<file path="config.mk">
export PLATFORM = sky130hd
export DESIGN_NAME = bounded_list_with_search_remove_unit_flat
export DESIGN_NICKNAME = d
export VERILOG_FILES = /design/src/sv/blsr_pkg.sv /design/src/sv/blsr_if.sv /design/src/sv/blsr_store.sv /design/src/sv/blsr_ctrl.sv /design/src/sv/bounded_list_with_search_remove_unit.sv /design/src/flat_wrapper.sv
export SDC_FILE = /design/constraint.sdc
export NUM_CORES = 2
export LEC_CHECK = 0
export BUFFER_PORTS_ARGS = -buffer_cell sky130_fd_sc_hd__buf_2
export CORE_ASPECT_RATIO = 0.9
export CORE_MARGIN = 4
export CORE_UTILIZATION = 30
export CTS_CLUSTER_DIAMETER = 50
export DETAILED_ROUTE_END_ITERATION = 10
export GPL_ROUTABILITY_DRIVEN = 1
export GPL_TIMING_DRIVEN = 1
export SLEW_MARGIN = 20
export SYNTH_ARGS = -nofsm -noshare
export SYNTH_HDL_FRONTEND = slang
export SYNTH_SLANG_ARGS = --single-unit
</file>
<file path="constraint.sdc">
create_clock -name clk -period 5.3 [get_ports clk]
set_input_delay 0.795 -clock clk [delete_from_list [all_inputs] [get_ports clk]]
set_output_delay 0.795 -clock clk [all_outputs]
set_load 0.005 [all_outputs]
</file>
<file path="src/sv/blsr_pkg.sv">
// Shared types and constants for the bounded list with search and remove.
// No dependencies; every other file of the block refers to this package.
package blsr_pkg;

  localparam int CAPACITY_DEF = 64;
  localparam int VALUE_W      = 32;
  localparam int COUNT_OUT_W  = 7;

  typedef enum logic [2:0] {
    CMD_PUSH_FRONT = 3'd0,
    CMD_PUSH_BACK  = 3'd1,
    CMD_POP_FRONT  = 3'd2,
    CMD_POP_BACK   = 3'd3,
    CMD_REMOVE     = 3'd4,
    CMD_FIND       = 3'd5,
    CMD_CLEAR      = 3'd6
  } command_t;

  typedef enum logic [1:0] {
    ST_OK       = 2'd0,
    ST_EMPTY    = 2'd1,
    ST_NOTFOUND = 2'd2,
    ST_FULL     = 2'd3
  } status_t;

  typedef struct packed {
    status_t                  status;
    logic                     found;
    logic [COUNT_OUT_W-1:0]   entry_count;
  } result_t;

endpackage

</file>
<file path="src/sv/blsr_if.sv">
// Handshake interfaces for the command and response channels.
// Depends on blsr_pkg for the payload widths.
interface blsr_cmd_if;
  logic                                valid;
  logic                                ready;
  logic [2:0]                          command;
  logic signed [blsr_pkg::VALUE_W-1:0] value;

  modport source (output valid, output command, output value, input ready);
  modport sink (input valid, input command, input value, output ready);
endinterface

interface blsr_rsp_if;
  logic                             valid;
  logic                             ready;
  logic [1:0]                       status;
  logic                             found;
  logic [blsr_pkg::COUNT_OUT_W-1:0] entry_count;

  modport source (output valid, output status, output found, output entry_count, input ready);
  modport sink (input valid, input status, input found, input entry_count, output ready);
endinterface

</file>
<file path="src/sv/blsr_store.sv">
// Entry store: one write port and one read port with registered read data.
// Depends on blsr_pkg for the value width.
module blsr_store #(
  parameter int CAPACITY = blsr_pkg::CAPACITY_DEF,
  localparam int IW = $clog2(CAPACITY)
) (
  input  logic                        clk,
  input  logic                        we,
  input  logic [IW-1:0]               waddr,
  input  logic [blsr_pkg::VALUE_W-1:0] wdata,
  input  logic                        re,
  input  logic [IW-1:0]               raddr,
  output logic [blsr_pkg::VALUE_W-1:0] rdata
);

  logic [blsr_pkg::VALUE_W-1:0] mem [CAPACITY];

  always_ff @(posedge clk) begin
    if (we) begin
      mem[waddr] <= wdata;
    end
    if (re) begin
      rdata <= mem[raddr];
    end
  end

endmodule

</file>
<file path="src/sv/blsr_ctrl.sv">
// Command sequencer: decodes items, keeps front and count, scans and shifts the store.
// Depends on blsr_pkg and blsr_if; drives the ports of blsr_store.
module blsr_ctrl #(
  parameter int CAPACITY = blsr_pkg::CAPACITY_DEF,
  localparam int IW = $clog2(CAPACITY),
  localparam int CW = $clog2(CAPACITY + 1)
) (
  input  logic                         clk,
  input  logic                         rst,
  blsr_cmd_if.sink                     cmd,
  input  logic                         rsp_free,
  output logic                         done,
  output blsr_pkg::result_t            result,
  output logic                         mem_we,
  output logic [IW-1:0]                mem_waddr,
  output logic [blsr_pkg::VALUE_W-1:0] mem_wdata,
  output logic                         mem_re,
  output logic [IW-1:0]                mem_raddr,
  input  logic [blsr_pkg::VALUE_W-1:0] mem_rdata
);

  typedef enum logic [3:0] {
    S_IDLE  = 4'b0001,
    S_SCAN  = 4'b0010,
    S_SHIFT = 4'b0100,
    S_DONE  = 4'b1000
  } state_t;

  localparam logic [CW-1:0] FULL_COUNT = CW'(CAPACITY);
  localparam logic [IW-1:0] LAST_SLOT  = IW'(CAPACITY - 1);

  state_t                       state, state_next;
  logic [IW-1:0]                front, front_next;
  logic [CW-1:0]                count, count_next;
  logic [blsr_pkg::VALUE_W-1:0] val, val_next;
  logic                         is_remove, is_remove_next;
  logic [IW-1:0]                rd_slot, rd_slot_next;
  logic [IW-1:0]                cmp_slot, cmp_slot_next;
  logic [CW-1:0]                cmp_pos, cmp_pos_next;
  logic [IW-1:0]                wr_slot, wr_slot_next;
  blsr_pkg::status_t            status, status_next;
  logic                         found, found_next;
  logic [CW-1:0]                cmp_pos_inc;
  logic                         last;
  logic                         accept;

  function automatic logic [IW-1:0] inc_slot(input logic [IW-1:0] s);
    return (s == LAST_SLOT) ? '0 : IW'(s + 1'b1);
  endfunction

  function automatic logic [IW-1:0] dec_slot(input logic [IW-1:0] s);
    return (s == '0) ? LAST_SLOT : IW'(s - 1'b1);
  endfunction

  // Slot of logical position pos, where pos is below CAPACITY.
  function automatic logic [IW-1:0] slot_of(input logic [IW-1:0] f, input logic [CW-1:0] pos);
    logic [IW:0] sum;
    sum = {1'b0, f} + (IW + 1)'(pos);
    if (sum >= (IW + 1)'(CAPACITY)) begin
      sum = sum - (IW + 1)'(CAPACITY);
    end
    return sum[IW-1:0];
  endfunction

  assign cmd.ready   = (state == S_IDLE) && !rst;
  assign accept      = cmd.valid && cmd.ready;
  assign cmp_pos_inc = CW'(cmp_pos + 1'b1);
  assign last        = (cmp_pos_inc == count);

  always_comb begin
    state_next     = state;
    front_next     = front;
    count_next     = count;
    val_next       = val;
    is_remove_next = is_remove;
    rd_slot_next   = rd_slot;
    cmp_slot_next  = cmp_slot;
    cmp_pos_next   = cmp_pos;
    wr_slot_next   = wr_slot;
    status_next    = status;
    found_next     = found;
    mem_we         = 1'b0;
    mem_waddr      = wr_slot;
    mem_wdata      = mem_rdata;
    mem_re         = 1'b0;
    mem_raddr      = rd_slot;
    done           = 1'b0;

    unique case (state)
      S_IDLE: begin
        if (accept) begin
          val_next       = cmd.value;
          status_next    = blsr_pkg::ST_OK;
          found_next     = 1'b0;
          is_remove_next = (cmd.command == blsr_pkg::CMD_REMOVE);
          state_next     = S_DONE;
          unique case (cmd.command) inside
            blsr_pkg::CMD_PUSH_FRONT: begin
              if (count == FULL_COUNT) begin
                status_next = blsr_pkg::ST_FULL;
              end else begin
                front_next = dec_slot(front);
                mem_we     = 1'b1;
                mem_waddr  = dec_slot(front);
                mem_wdata  = cmd.value;
                count_next = CW'(count + 1'b1);
              end
            end
            blsr_pkg::CMD_PUSH_BACK: begin
              if (count == FULL_COUNT) begin
                status_next = blsr_pkg::ST_FULL;
              end else begin
                mem_we     = 1'b1;
                mem_waddr  = slot_of(front, count);
                mem_wdata  = cmd.value;
                count_next = CW'(count + 1'b1);
              end
            end
            blsr_pkg::CMD_POP_FRONT: begin
              if (count == '0) begin
                status_next = blsr_pkg::ST_EMPTY;
              end else begin
                front_next = inc_slot(front);
                count_next = CW'(count - 1'b1);
              end
            end
            blsr_pkg::CMD_POP_BACK: begin
              if (count == '0) begin
                status_next = blsr_pkg::ST_EMPTY;
              end else begin
                count_next = CW'(count - 1'b1);
              end
            end
            blsr_pkg::CMD_REMOVE, blsr_pkg::CMD_FIND: begin
              if (count == '0) begin
                status_next = blsr_pkg::ST_EMPTY;
              end else begin
                // Read the front entry; it is compared in the next cycle.
                mem_re        = 1'b1;
                mem_raddr     = front;
                cmp_pos_next  = '0;
                cmp_slot_next = front;
                rd_slot_next  = inc_slot(front);
                state_next    = S_SCAN;
              end
            end
            blsr_pkg::CMD_CLEAR: begin
              count_next = '0;
            end
            default: begin
            end
          endcase
        end
      end
      S_SCAN: begin
        // The read one position ahead is always issued; it feeds the shift on a match.
        mem_re        = 1'b1;
        rd_slot_next  = inc_slot(rd_slot);
        cmp_slot_next = rd_slot;
        cmp_pos_next  = cmp_pos_inc;
        if (mem_rdata == val) begin
          found_next = 1'b1;
          if (!is_remove) begin
            state_next = S_DONE;
          end else if (last) begin
            count_next = CW'(count - 1'b1);
            state_next = S_DONE;
          end else begin
            wr_slot_next = cmp_slot;
            state_next   = S_SHIFT;
          end
        end else if (last) begin
          status_next = blsr_pkg::ST_NOTFOUND;
          state_next  = S_DONE;
        end
      end
      S_SHIFT: begin
        // Each entry after the match moves one slot toward the front.
        mem_re        = 1'b1;
        rd_slot_next  = inc_slot(rd_slot);
        cmp_slot_next = rd_slot;
        cmp_pos_next  = cmp_pos_inc;
        mem_we        = 1'b1;
        wr_slot_next  = cmp_slot;
        if (last) begin
          count_next = CW'(count - 1'b1);
          state_next = S_DONE;
        end
      end
      S_DONE: begin
        if (rsp_free) begin
          done       = 1'b1;
          state_next = S_IDLE;
        end
      end
      default: begin
        state_next = S_IDLE;
      end
    endcase
  end

  always_ff @(posedge clk) begin
    if (rst) begin
      state <= S_IDLE;
      front <= '0;
      count <= '0;
    end else begin
      state <= state_next;
      front <= front_next;
      count <= count_next;
    end
    val       <= val_next;
    is_remove <= is_remove_next;
    rd_slot   <= rd_slot_next;
    cmp_slot  <= cmp_slot_next;
    cmp_pos   <= cmp_pos_next;
    wr_slot   <= wr_slot_next;
    status    <= status_next;
    found     <= found_next;
  end

  assign result = '{status: status, found: found,
                    entry_count: blsr_pkg::COUNT_OUT_W'(count)};

  a_count_bound: assert property (@(posedge clk) disable iff (rst)
    count <= FULL_COUNT)
    else $error("entry count above capacity");

  a_no_same_slot: assert property (@(posedge clk) disable iff (rst)
    (mem_we && mem_re) |-> (mem_waddr != mem_raddr))
    else $error("read and write hit the same slot in one cycle");

  a_full_push_holds: assert property (@(posedge clk) disable iff (rst)
    (accept && count == FULL_COUNT &&
     (cmd.command == blsr_pkg::CMD_PUSH_FRONT || cmd.command == blsr_pkg::CMD_PUSH_BACK))
    |=> ($stable(count) && $stable(front)))
    else $error("push into a full list changed the list");

  a_shift_in_range: assert property (@(posedge clk) disable iff (rst)
    (state == S_SHIFT) |-> (cmp_pos < count && count != '0))
    else $error("shift runs past the last entry");

endmodule

</file>
<file path="src/sv/bounded_list_with_search_remove_unit.sv">
// Top level of the bounded list with search and remove: sequencer, store, result register.
// Depends on blsr_pkg, blsr_if, blsr_ctrl and blsr_store.
//
//   Channel  Direction  Payload                              Handshake
//   cmd      in         command[2:0], value[31:0] signed     valid/ready
//   rsp      out        status[1:0], found, entry_count[6:0] valid/ready
//
// Push, pop, clear and unused codes go from IDLE straight to DONE: the result is loaded
// from DONE once the output register is free, and the next item is taken back in IDLE.
// Find and remove read the store one entry per cycle through its single read port,
// scanning in SCAN and, when a remove matches before the last entry, shifting in SHIFT.
// Reset (rst, synchronous) empties the list; the store itself is not cleared.
// A result waits in its output register while the next item is taken; a stalled rsp
// channel holds the sequencer only when the following result is ready to be loaded.
module bounded_list_with_search_remove_unit #(
  parameter int CAPACITY = blsr_pkg::CAPACITY_DEF,
  localparam int IW = $clog2(CAPACITY)
) (
  input logic        clk,
  input logic        rst,
  blsr_cmd_if.sink   cmd,
  blsr_rsp_if.source rsp
);

  logic                         done;
  blsr_pkg::result_t            result;
  logic                         rsp_free;
  logic                         mem_we;
  logic [IW-1:0]                mem_waddr;
  logic [blsr_pkg::VALUE_W-1:0] mem_wdata;
  logic                         mem_re;
  logic [IW-1:0]                mem_raddr;
  logic [blsr_pkg::VALUE_W-1:0] mem_rdata;

  logic              rsp_valid;
  blsr_pkg::result_t rsp_data;

  // The output register is free when empty or when its item leaves this cycle.
  assign rsp_free = !rsp_valid || rsp.ready;

  blsr_ctrl #(.CAPACITY(CAPACITY)) u_ctrl (
    .clk       (clk),
    .rst       (rst),
    .cmd       (cmd),
    .rsp_free  (rsp_free),
    .done      (done),
    .result    (result),
    .mem_we    (mem_we),
    .mem_waddr (mem_waddr),
    .mem_wdata (mem_wdata),
    .mem_re    (mem_re),
    .mem_raddr (mem_raddr),
    .mem_rdata (mem_rdata)
  );

  blsr_store #(.CAPACITY(CAPACITY)) u_store (
    .clk   (clk),
    .we    (mem_we),
    .waddr (mem_waddr),
    .wdata (mem_wdata),
    .re    (mem_re),
    .raddr (mem_raddr),
    .rdata (mem_rdata)
  );

  always_ff @(posedge clk) begin
    if (rst) begin
      rsp_valid <= 1'b0;
    end else if (done) begin
      rsp_valid <= 1'b1;
    end else if (rsp.ready) begin
      rsp_valid <= 1'b0;
    end
    if (done) begin
      rsp_data <= result;
    end
  end

  assign rsp.valid       = rsp_valid;
  assign rsp.status      = rsp_data.status;
  assign rsp.found       = rsp_data.found;
  assign rsp.entry_count = rsp_data.entry_count;

endmodule
</file>
<file path="src/flat_wrapper.sv">
// flat-port wrapper written by rule: the top's interface ports become plain ports
module bounded_list_with_search_remove_unit_flat 
#(
  parameter int CAPACITY = blsr_pkg::CAPACITY_DEF,
  localparam int IW = $clog2(CAPACITY)
)
  (clk, rst, cmd_valid, cmd_command, cmd_value, cmd_ready, rsp_valid, rsp_status, rsp_found, rsp_entry_count, rsp_ready);
  blsr_cmd_if cmd_i ();
  blsr_rsp_if rsp_i ();
  input logic clk;
  input logic rst;
  input wire logic [$bits(cmd_i.valid)-1:0] cmd_valid;
  input wire logic [$bits(cmd_i.command)-1:0] cmd_command;
  input wire logic [$bits(cmd_i.value)-1:0] cmd_value;
  output wire logic [$bits(cmd_i.ready)-1:0] cmd_ready;
  output wire logic [$bits(rsp_i.valid)-1:0] rsp_valid;
  output wire logic [$bits(rsp_i.status)-1:0] rsp_status;
  output wire logic [$bits(rsp_i.found)-1:0] rsp_found;
  output wire logic [$bits(rsp_i.entry_count)-1:0] rsp_entry_count;
  input wire logic [$bits(rsp_i.ready)-1:0] rsp_ready;
  assign cmd_i.valid = cmd_valid;
  assign cmd_i.command = cmd_command;
  assign cmd_i.value = cmd_value;
  assign cmd_ready = cmd_i.ready;
  assign rsp_valid = rsp_i.valid;
  assign rsp_status = rsp_i.status;
  assign rsp_found = rsp_i.found;
  assign rsp_entry_count = rsp_i.entry_count;
  assign rsp_i.ready = rsp_ready;
  bounded_list_with_search_remove_unit #(.CAPACITY(CAPACITY)) u_core (.clk(clk), .rst(rst), .cmd(cmd_i), .rsp(rsp_i));
endmodule
</file>
After elaboration in Yosys (flattened, before gate mapping)
Memories as Yosys holds them, arrays and structs flattened. A register that Yosys moved wholly into a read port is not among the register bits.
Index checks and enable logic that the tools add are counted.
{"block": "classes", "n_addsub": 8, "n_lt_le_gt_ge": 1, "eq_ne": 29, "muxes": 76, "reduce_logical": 27}
{"operator": "two-way mux 6 bit", "count": 22}
{"operator": "two-way mux 32 bit", "count": 4}
{"operator": "two-way mux 7 bit", "count": 9}
{"operator": "one-hot mux 6 bit (2 select lines)", "count": 5}
{"operator": "one-hot mux 7 bit (3 select lines)", "count": 2}
{"operator": "equality test 32 bit", "count": 1}
{"operator": "two-way mux 4 bit", "count": 8}
{"operator": "inequality test 2 bit, second input constant", "count": 9}
{"operator": "one-hot mux 4 bit (4 select lines)", "count": 1}
{"operator": "two-way mux 1 bit", "count": 15}
{"operator": "adder 7 x 1 -> 7 bit, second input constant", "count": 2}
{"operator": "one-hot mux 7 bit (2 select lines)", "count": 1}
{"operator": "adder 6 x 1 -> 6 bit, second input constant", "count": 2}
{"operator": "equality test 6 bit, second input constant", "count": 2}
{"operator": "AND reduction 4 bit", "count": 3}
{"operator": "subtractor 6 x 1 -> 6 bit, second input constant", "count": 2}
{"operator": "nonzero test 2 bit", "count": 5}
{"operator": "equality test 3 bit, second input constant", "count": 3}
{"operator": "two-way mux 2 bit", "count": 4}
{"operator": "one-hot mux 2 bit (2 select lines)", "count": 2}
{"operator": "OR reduction 2 bit", "count": 4}
{"operator": "adder 6 x 7 -> 7 bit", "count": 1}
{"operator": "equality test 7 bit", "count": 1}
{"operator": "equality test 7 bit, second input constant", "count": 1}
{"operator": "other kinds (24)", "count": 32}
{"block": "totals", "regBits": 89, "ramBits": 2048, "output_inout_bits": 12, "memories": 1}
{"memory": "u_core.u_store.mem", "depth": 64, "word_bits": 32, "rd": 1, "rd_ports_with_merged_regs": 1, "wr": 1, "line": "blsr_store.sv:16", "rtl": "logic [blsr_pkg::VALUE_W-1:0] mem [CAPACITY];"}

Logic depth before layout (Yosys ltp)
{"block": "depth", "depth_word": 7, "ltp_mapped": 16, "ltp_nobuf": 11}

Hierarchy
From an unflattened synthesis, not the netlist that was laid out.
{"block": "unflattened", "cells_unflattened": 4022, "hier_area_um2": 84677.5}
{"mod": "blsr_store", "n_inst": 1, "cells_each": 3511, "area_per_inst_um2": 79359.9, "seq_area_each_um2": 62459.9}
{"mod": "blsr_ctrl", "n_inst": 1, "cells_each": 497, "area_per_inst_um2": 4971.0, "seq_area_each_um2": 2172.1}
{"mod": "bounded_list_with_search_remove_unit", "n_inst": 1, "cells_each": 14, "area_per_inst_um2": 346.6, "seq_area_each_um2": 320.3}

Least setup slack after synthesis
Ideal clock, no wire load.
{"block": "synth_path", "path_kind": "input-to-reg", "start": "in cmd_command[1]", "end": "mem u_core.u_store.mem[42][0] (netlist bit) (enable)", "t_arrival_ns": 3.983, "required_ns": 4.879, "path_slack_ns": 0.896, "cell_stages": 9, "path_cell_list": "clkbuf_1 or2_2 a211o_1 inv_1 clkbuf_1 mux2i_1 and2_1 nand2_1 nor2_1"}
{"block": "synth_between", "elab_chain_len": 7, "elab_cells_between_ends": 11, "classes_between": "eq/ne (1); mux (8); reduce/logical (2)"}
{"element": "from (decl)", "line": "flat_wrapper.sv:13", "rtl": "input wire logic [$bits(cmd_i.command)-1:0] cmd_command;"}
{"element": "equality test 3 x 1 -> 1 bit (no line) / logical NOT 3 bit (equally long branches)"}
{"element": "OR reduction 2 bit (no line)"}
{"element": "two-way mux 1 bit"}
{"element": "two-way mux 1 bit", "line": "blsr_ctrl.sv:91", "rtl": "if (accept) begin"}
{"element": "one-hot mux 1 bit (2 select lines)", "line": "blsr_ctrl.sv:89", "rtl": "unique case (state)"}
{"element": "two-way mux 1 bit", "line": "blsr_store.sv:19", "rtl": "if (we) begin"}
{"element": "two-way mux 1 bit (not written as such)", "line": "blsr_store.sv:20", "rtl": "mem[waddr] <= wdata;"}
{"element": "to (decl)", "line": "blsr_store.sv:16"}
Several ways; a longest one is shown, not always the timed one.

Final worst setup path
{"block": "layout_path", "start": "reg u_core.u_ctrl.count[0]", "end": "mem u_core.u_store.mem[60][23] (netlist bit) (enable)"}
{"block": "layout_between", "elab_chain_len": 7, "elab_cells_between_ends": 16, "classes_between": "add/sub (2); order compare (1); eq/ne (1); mux (12)"}
{"element": "from (decl)", "line": "blsr_ctrl.sv:34", "rtl": "logic [CW-1:0] count, count_next;"}
{"element": "from (signal assigned)", "line": "blsr_ctrl.sv:210", "rtl": "count <= count_next;"}
{"element": "adder 6 x 7 -> 7 bit / equality test 7 bit (equally long branches)", "line": "blsr_ctrl.sv:58, blsr_ctrl.sv:99, blsr_ctrl.sv:110"}
{"element": "subtractor 6 x 1 -> 6 bit, or another cell as far along", "line": "blsr_ctrl.sv:60", "rtl": "sum = sum - (IW + 1)'(CAPACITY);"}
{"element": "two-way mux 6 bit / two-way mux 1 bit (equally long branches)"}
{"element": "two-way mux 6 bit / two-way mux 1 bit (equally long branches)", "line": "blsr_ctrl.sv:110, blsr_ctrl.sv:91"}
{"element": "one-hot mux 6 bit (2 select lines) / one-hot mux 1 bit (2 select lines) (equally long branches)", "line": "blsr_ctrl.sv:97, blsr_ctrl.sv:89"}
{"element": "two-way mux 6 bit / two-way mux 1 bit (equally long branches)", "line": "blsr_ctrl.sv:91, blsr_store.sv:19"}
{"element": "two-way mux 6 bit / two-way mux 1 bit (equally long branches)", "line": "blsr_ctrl.sv:89, blsr_store.sv:20"}
Several ways; a longest one is shown, not always the timed one.

==> results.md <==
* Startpoint Class: flip-flop
* Slew HR at 24.6%
* Power Dens Cells at approximately 350 mW/mm²
* Post-synth cell types at 63
* Cells after Synth at roughly 6000
* Reg-to-reg startpoint: u_core.u_ctrl.count[0]
* Post-Syn Nets at 6040
* IO buf count at 50
* Fmax at 212 MHz
* Worst-path clk slew at ~0.06 ns
* RSZ-0062 raised after global routing: no
* Final core utilization at a little over a third
* CP max FO at 22
* DRC violations left at 0
* CTS max path bufs at 3
* Pin count of the biggest net entering global routing at just over 90
* First-pass DRT Iterations at 6
* Setup violators final at 0
* Inst Count DP at around 9700
* Syn. warnings at 0
* Post-DP HPWL at between 100000 and 150000 µm
* Total wire length at ~250000 µm
* Grt ovf at 0
* Hold Vio Cnt, Final at 0
* Ys flop type: edfxtp_1
* Required time of the critical path at about 5.8 ns
* WL per Instance at between 20 and 25 µm
* Post-synth EDFFs at approximately 2200
* Die W at roughly 570 µm
* Final #Nets at between 6000 and 7000
* Mapped Avg Cell Area at about 14 µm²
* Core area at around 0.28 mm²
* Maxcap violations at 0
* Vias in the first global route at about 50000
* Gp weighted congestion at about 0.85
* Worst setup path category: reg -> reg
* Worst Setup EP: u_core.u_store.mem[60][23]
* Seq cells post-synth at 2169
* Num CTS Buffers at ~220
* Status: finished clean
* Initial antenna violation count at 4
* Hold crit path type: in -> reg
* R2R cell count at 11
* Max VDD drop at 0.301 mV
* Iteration-0 DRC Markers at between 7000 and 8000
* Crit path from: u_core.u_ctrl.count[0]
* Period utilization at between 80% and 90%
* Post-CTS Resized at 0
* FF-to-FF End: u_core.u_store.mem[60][23]
* CTS tree: built
* Clock skew at around 0.036 ns
* Clock root cell: clkbuf_16
* Non-Filler Instances at between 10000 and 15000
* DIE HEIGHT at a little over 500 µm
* Clock Latency Late Sink at between 0.8 and 0.9 ns
* Synthesized area at between 0.08 and 0.09 mm²
* DIE AREA at ~0.29 mm²
* Area growth from synthesis to layout at 16.2%
* Setup TNS at 0 ns
* Average via count per standard cell at 5.23
* Number of top-level design ports at roughly 50
* Sequential fraction of the synthesis area at between 70% and 80%
* Total GRT Usage at 16.5%
* Leak at around 33 nW
* Register-to-register setup slack at approximately 0.58 ns
* Hold_buf cts at 0
* Via count at about 53000
* CP Capture Type: flip-flop
* Cell area after placement at just over 0.09 mm²
* Share of cells above drive strength 1 at between 10% and 20%
* First-pass GRT wire length at approximately 360000 µm
* Worst-Margin Slew at between 1 and 1.5 ns
* H-Tree Depth at 4
* Initial Utilization at a little under a third
* Setup Buffers After CTS at 0
* Min Tclk post-route at between 4 and 5 ns
* WHS at 0.155 ns
* TritonCTS Sinks at approximately 2200
* Antenna Nets Post-Route at 0
* Site Rows at roughly 190
* Async SR Flop Fraction at 0%
* Post-Layout Inst Area at 0.0988 mm²
* CP Data Arrival Time at between 5 and 6 ns
* Final Slew Violations at 0
cells by family after synthesis:
kind of cell,share of synthesized area (%)
buffers and inverters,2.08
and+or+nand+nor,13.4
muxes,3.24
adders and majority gates,0.200
AOI/OAI and AO/OA,4.10
DFF,76.3
xor gates and xnor gates,0.678
critical path: stages, from the launching register on:
cell       delay, ns
dfxtp_1         0.56
inv_1           0.15
ha_1            0.32
and3_1          0.27
a211o_2         0.46
a2111oi_0       0.70
a21oi_1         0.24
nor2b_1         0.26
nand2_1         0.48
buf_4           0.36
nor2_4          0.08
buf_4           0.44
per-stage QoR:
stage / total power, mW / setup slack [ns]
2_1_floorplan: 19.9 / 0.896
3_3_place_gp: 20.4 / 0.564
3_5_place_dp: 20.4 / 0.666
4_1_cts: 35.2 / 0.732
5_1_grt: 36.0 / 0.534
6_report: 35.0 / 0.577
cell usage after synthesis (9+ instances only):
| master | instances | area (µm²) |
|---|---|---|
| a222oi_1 | 41 | 410 |
| a32o_1 | 11 | 110 |
| nor2_1 | 112 | 420 |
| nand3_1 | 504 | 2520 |
| xor2_1 | 11 | 96.3 |
| nand4_1 | 196 | 1230 |
| and3_1 | 42 | 263 |
| buf_4 | 30 | 225 |
| a22oi_1 | 9 | 67.6 |
| buf_1 | 23 | 86.3 |
| xnor2_1 | 47 | 412 |
| a21oi_1 | 28 | 140 |
| a32oi_1 | 131 | 1150 |
| a31oi_1 | 184 | 1150 |
| dfxtp_1 | 18 | 360 |
| ha_1 | 12 | 150 |
| o21ai_0 | 27 | 135 |
| mux2i_1 | 272 | 2720 |
| and4_1 | 33 | 289 |
| edfxtp_1 | 2151 | 64600 |
| buf_2 | 134 | 671 |
| clkbuf_1 | 172 | 646 |
| nand2_1 | 1679 | 6300 |
| inv_1 | 16 | 60.1 |
registers in the layout, indices dropped and copies added, names as in the netlist:
register                 cells
u_core.rsp.status            2
u_core.u_store.rdata        32
u_core.rsp.entry_count       7
u_core.u_ctrl.cmp_pos        7
u_core.u_ctrl.is_remove      1
u_core.u_store.mem        2048
u_core.rsp.found             1
u_core.u_ctrl.found          1
u_core.u_ctrl.state          4
u_core.u_ctrl.wr_slot        6
u_core.u_ctrl.cmp_slot       6
u_core.rsp.valid             1
u_core.u_ctrl.front          6
u_core.u_ctrl.status         2
u_core.u_ctrl.count          7
u_core.u_ctrl.rd_slot        6
u_core.u_ctrl.val           32
final cells by class:
class | count | area, µm²
Antenna cell | 1 | 2.50
Clock buffer | 278 | 5790
Clock inverter | 126 | 1150
Fill cell | 26700 | 184000
Inverter | 16 | 60.1
Multi-Input combinational cell | 3437 | 19100
Sequential cell | 2169 | 65000
Tap cell | 3740 | 4680
Timing Repair Buffer | 318 | 3140
layer usage:
layer / wire, µm / up-vias / track usage, %
li1: - / 22900 / -
met1: 104000 / 26700 / 23.4
met2: 114000 / 2800 / 25.6
met3: 23000 / 384 / 2.49
met4: 9040 / 0 / 6.11
met5: 0 / - / 0
how the worst min path moves through the flow:
stage,from,to,slack (ns),depth (start not counted)
after floorplan,u_core.u_ctrl.found,u_core.rsp.found,0.40,0
after global placement,u_core.u_ctrl.cmp_slot[5],u_core.u_ctrl.wr_slot[5],0.40,0
after detailed placement,u_core.u_ctrl.cmp_slot[3],u_core.u_ctrl.wr_slot[3],0.41,0
after CTS,cmd_value[23],u_core.u_ctrl.val[23],0.09,1
after global routing,cmd_value[23],u_core.u_ctrl.val[23],0.11,1
final,cmd_value[23],u_core.u_ctrl.val[23],0.15,1
cells in the final DEF (no fill, tap or decap), drive strengths merged, types with 5 or more instances in the layout:
| cell type | count |
|---|---|
| and4 | 33 |
| a32oi | 131 |
| and3 | 42 |
| ha | 12 |
| a22oi | 9 |
| a31oi | 184 |
| xor2 | 11 |
| mux2i | 272 |
| inv | 23 |
| nor2b | 7 |
| nor2 | 112 |
| dfxtp | 18 |
| edfxtp | 2151 |
| o21ai | 31 |
| a222oi | 41 |
| a32o | 11 |
| o31ai | 6 |
| clkinvlp | 5 |
| nor3 | 8 |
| clkinv | 100 |
| or3 | 7 |
| a21oi | 28 |
| xnor2 | 47 |
| and2 | 7 |
| clkbuf | 278 |
| nand2 | 1679 |
| nand4 | 196 |
| buf | 318 |
| bufinv | 14 |
| nand3 | 504 |
report_power, final:
group	internal, mW	switching (mW)
clock	8.42	6.50
combinational	0.295	0.845
sequential	18.9	0.0367
total	27.6	7.38
No activity file was read; power rests on OpenSTA's default activity.
